<file path="config.mk">
export PLATFORM = sky130hd
export DESIGN_NAME = dha_fifo
export DESIGN_NICKNAME = d
export VERILOG_FILES = /design/src/sv/dha_pkg.sv /design/src/sv/dha_fifo.sv
export SDC_FILE = /design/constraint.sdc
export NUM_CORES = 1
export LEC_CHECK = 0
export BUFFER_PORTS_ARGS = -buffer_cell sky130_fd_sc_hd__buf_2
export CELL_PAD_IN_SITES_DETAIL_PLACEMENT = 0
export CELL_PAD_IN_SITES_GLOBAL_PLACEMENT = 1
export CORE_ASPECT_RATIO = 0.9
export CORE_MARGIN = 10
export CORE_UTILIZATION = 30
export CTS_CLUSTER_DIAMETER = 50
export DETAILED_ROUTE_END_ITERATION = 7
export GPL_ROUTABILITY_DRIVEN = 0
export PLACE_DENSITY = 0.58
export SYNTH_ARGS = -nofsm -noshare
export SYNTH_HDL_FRONTEND = slang
export SYNTH_SLANG_ARGS = --single-unit
export TNS_END_PERCENT = 20
</file>
<file path="constraint.sdc">
create_clock -name clk -period 3.1 [get_ports clk]
set_input_delay 0 -clock clk [delete_from_list [all_inputs] [get_ports clk]]
set_output_delay 0 -clock clk [all_outputs]
set_load 0.05 [all_outputs]
</file>
<file path="src/sv/dha_pkg.sv">
// ----------------------------------------------------------------------------
// dha_pkg
// Shared constants of the dihedral angle core: multiplier digit size, queue
// size, CORDIC widths and the arctangent table.
// ----------------------------------------------------------------------------
package dha_pkg;
  localparam int MUL_CHUNK = 16;
  localparam int Q_DEPTH = 4;
  localparam int Q_AW = 2;
  localparam int Q_CW = 3;
  localparam int TAB_FRAC = 30;
  localparam int TAKE_W = 30;
  localparam int CORDIC_XW = 34;
  localparam int CORDIC_ZW = 33;
  localparam int THETA_W = 35;
  localparam logic signed [THETA_W-1:0] PI30 = 35'sd3373259426;
  localparam logic [29:0] ATAN_TAB [30] = '{
    30'h3243F6A8, 30'h1DAC6705, 30'h0FADBAFC, 30'h07F56EA6, 30'h03FEAB76,
    30'h01FFD55B, 30'h00FFFAAA, 30'h007FFF55, 30'h003FFFEA, 30'h001FFFFD,
    30'h000FFFFF, 30'h0007FFFF, 30'h0003FFFF, 30'h0001FFFF, 30'h0000FFFF,
    30'h00007FFF, 30'h00003FFF, 30'h00001FFF, 30'h00000FFF, 30'h000007FF,
    30'h000003FF, 30'h000001FF, 30'h000000FF, 30'h0000007F, 30'h0000003F,
    30'h0000001F, 30'h0000000F, 30'h00000007, 30'h00000003, 30'h00000001
  };
endpackage

</file>
<file path="src/sv/dha_fifo.sv">
// ----------------------------------------------------------------------------
// dha_fifo
// Short queue between the vector front end and the angle back end.
// ----------------------------------------------------------------------------
module dha_fifo #(
  parameter int DW = 8
) (
  input  logic          clk,
  input  logic          rst,
  input  logic          in_valid,
  output logic          in_ready,
  input  logic [DW-1:0] in_data,
  output logic          out_valid,
  input  logic          out_ready,
  output logic [DW-1:0] out_data
);
  logic [DW-1:0] mem [dha_pkg::Q_DEPTH];
  logic [dha_pkg::Q_AW-1:0] wp, rp;
  logic [dha_pkg::Q_CW-1:0] cnt;
  logic push, pop;

  assign in_ready = cnt != dha_pkg::Q_CW'(dha_pkg::Q_DEPTH);
  assign out_valid = cnt != '0;
  assign push = in_valid && in_ready;
  assign pop = out_valid && out_ready;
  assign out_data = mem[rp];

  always_ff @(posedge clk) begin
    if (rst) begin
      wp <= '0;
      rp <= '0;
      cnt <= '0;
    end else begin
      if (push) wp <= wp + 1'b1;
      if (pop) rp <= rp + 1'b1;
      cnt <= cnt + dha_pkg::Q_CW'(push) - dha_pkg::Q_CW'(pop);
    end
  end

  always_ff @(posedge clk) begin
    if (push) mem[wp] <= in_data;
  end
endmodule

</file>
==> reports/qor.csv <==
metric,value,unit
cell area after synthesis,1650,sq um
drt drc,0,
CTS Sinks,41,
layout overhead on the synthesized area,22.5,%
Arrival @ worst endpoint,2.50,ns
GRT Total Usage,0.0659,
CTS buffer count,5,
H-tree levels,2,
Leakage,0.733,nW
top_reg_cell synth,edfxtp_1,
register area,1140,sq um
library cells used by synthesis,24,
Post-DP HPWL,1960,microns
Antenna Cells,0,
measured slew at the worst slew-check pin,0.581,ns
Worst Path Required,3.32,ns
Hold Crit Class,in2reg,
Worst VDD drop,0.000704,V
Post-synth ARST share,0,
multi-input logic area,468,sq um
# Max-Cap Violations,0,
"EDFF count, synth",32,
Nets,143,
Vias,819,
sequential area share after synthesis,0.693,
Syn Nets,110,
Setup CP Type,reg2reg,
Port-buffer cells,21,
core area,5290,sq um
initial antenna violation count,0,
vias per inst,4.27,
"Hold Vio Cnt, Final",0,
DP Area,1820,sq um
Pre-antenna DRT Iters,4,
Clock Path Buffers,2,
Clock Skews,0.00238,ns
Yosys top cell area share,0.584,
Die Y,90.3,microns
most frequent cells after synthesis,"32 x edfxtp_1, 9 x dfxtp_1, 8 x mux4_2, 7 x nor2_1, 6 x ha_1",
CTS tree,built,
"count leader, synth",edfxtp_1,
Final period util,0.737,
DR WL/cell,14.3,microns
Startpoint Class,flip-flop,
cells after synthesis,91,
CTS clock-pin slew for the worst setup and hold paths,0.08,ns
PD cells,917,nW/um^2
Resized Gates After CTS,0,
first-pass GRT wire length,4600,microns
Site Rows,25,
die width,98.1,microns
status,finished clean,
layout cell share with drive strength beyond 1,0.344,
#FFs+latches synth,41,
Layout Cells excl Fill,192,
Tmin final,2.28,ns
setup violators final,0,
Initial Util,0.311,
ranking of synthesized cells by area,"edfxtp_1 58%, dfxtp_1 11%, mux4_2 11%, ha_1 4.6%, nor2_1 1.6%",
PnR worst setup slack,0.817,ns
endpoint class of the critical path,flip-flop,
largest net degree at the start of global routing,14,
Post-Place Worst Slack,0.810,ns
Antenna Violating Nets Remaining,0,
hold buffers post-CTS,8,
Final Cell Area,2020,sq um
Fmax,438,MHz
Ports,22,
fillers,504,
vias in the first global route,923,
gr ovfl total,0,
worst rel slew slack,0.612,
CTS Root Cell,clkbuf_8,
crit-path max FO,7,
Slew Limit Fails,0,
number of placed cells counting well taps,176,
clock latency on the worst-skew pair,0.28,ns
DR iter-0 viols,41,
post-synth top area cell,edfxtp_1,
final wirelength,2750,microns
postcts setup bufs,0,
die area,8860,sq um
setup_tns,0,ns
Mapped Avg Cell Area,18.1,sq um
Ys Warns,0,
unrepaired setup endpoints after global routing,no,
-- layer usage --
metal  up-vias  GRT usage  wire length, microns
met3         5     0.0237                   137
met1       394     0.0825                  1290
met4         0     0.0291                    35
met2        18     0.0989                  1290
met5         -          0                     0
li1        402          -                     -
-- critical path, cell delays in order, from the launching register on --
cell      delay, ns
dfxtp_1        0.46
nor2_2         0.10
a21boi_4       0.25
inv_1          0.07
ha_1           0.29
inv_1          0.06
ha_1           0.13
inv_1          0.05
fa_1           0.37
xor2_1         0.16
and2_2         0.20
nor3_2         0.09
-- stage by stage --
stage	hold slack (ns)	utilization	total power [mW]
2_1_floorplan	0.0989	-	1.29
3_3_place_gp	0.216	0.344	1.42
3_5_place_dp	0.222	0.344	1.43
4_1_cts	0.00680	0.382	1.88
5_1_grt	0.0194	0.382	1.97
6_report	0.00238	0.382	1.85
-- where the power goes --
part           internal [mW]  switching (mW)  leakage [nW]
Clock                  0.262           0.178        0.0574
Combinational          0.226           0.406         0.308
Sequential             0.687          0.0900         0.367
-- worst paths after layout --
path	depth (start not counted)	end	startpoint	slack (ns)
hold / removal	2	cnt[1]	rst	0.002
setup reg to reg	11	cnt[2]	cnt[1]	0.82
setup / recovery	11	cnt[2]	cnt[1]	0.82
hold reg to reg	2	wp[1]	wp[1]	0.53
-- sequential cells by signal, summed over array words and instances (netlist names), named ones only --
name	flops
mem	32
cnt	3
rp	2
wp	2
-- final cells by class --
cell class,count,share of cell area
multi-input combinational,42,0.232
clock inverter,2,0.0186
timing repair buffer,29,0.0918
clock buffer,6,0.0409
tap,67,0.0416
sequential,41,0.566
inverter,5,0.00931
-- layout by cell type, fill, tap and decap left out, drive strengths merged, types with 2 or more instances in the layout --
master        n
nor2          8
edfxtp       32
dfxtp         9
ha            6
xor2          2
and2          5
clkbuf        6
nand2b        2
inv           5
dlygate4sd3   8
buf          21
mux4          8
-- kinds of logic (layout without fill, tap and decap cells) --
family | after synthesis | after routing | synth area share
DFF | 41 | 41 | 0.693
and+or+nand+nor | 19 | 19 | 0.0631
muxes | 10 | 10 | 0.125
buffers and inverters | 8 | 42 | 0.0228
adders and majority gates | 7 | 7 | 0.0578
AOI/OAI and AO/OA | 3 | 3 | 0.0228
xor gates and xnor gates | 3 | 3 | 0.0160
No activity file was read; power rests on OpenSTA's default activity.
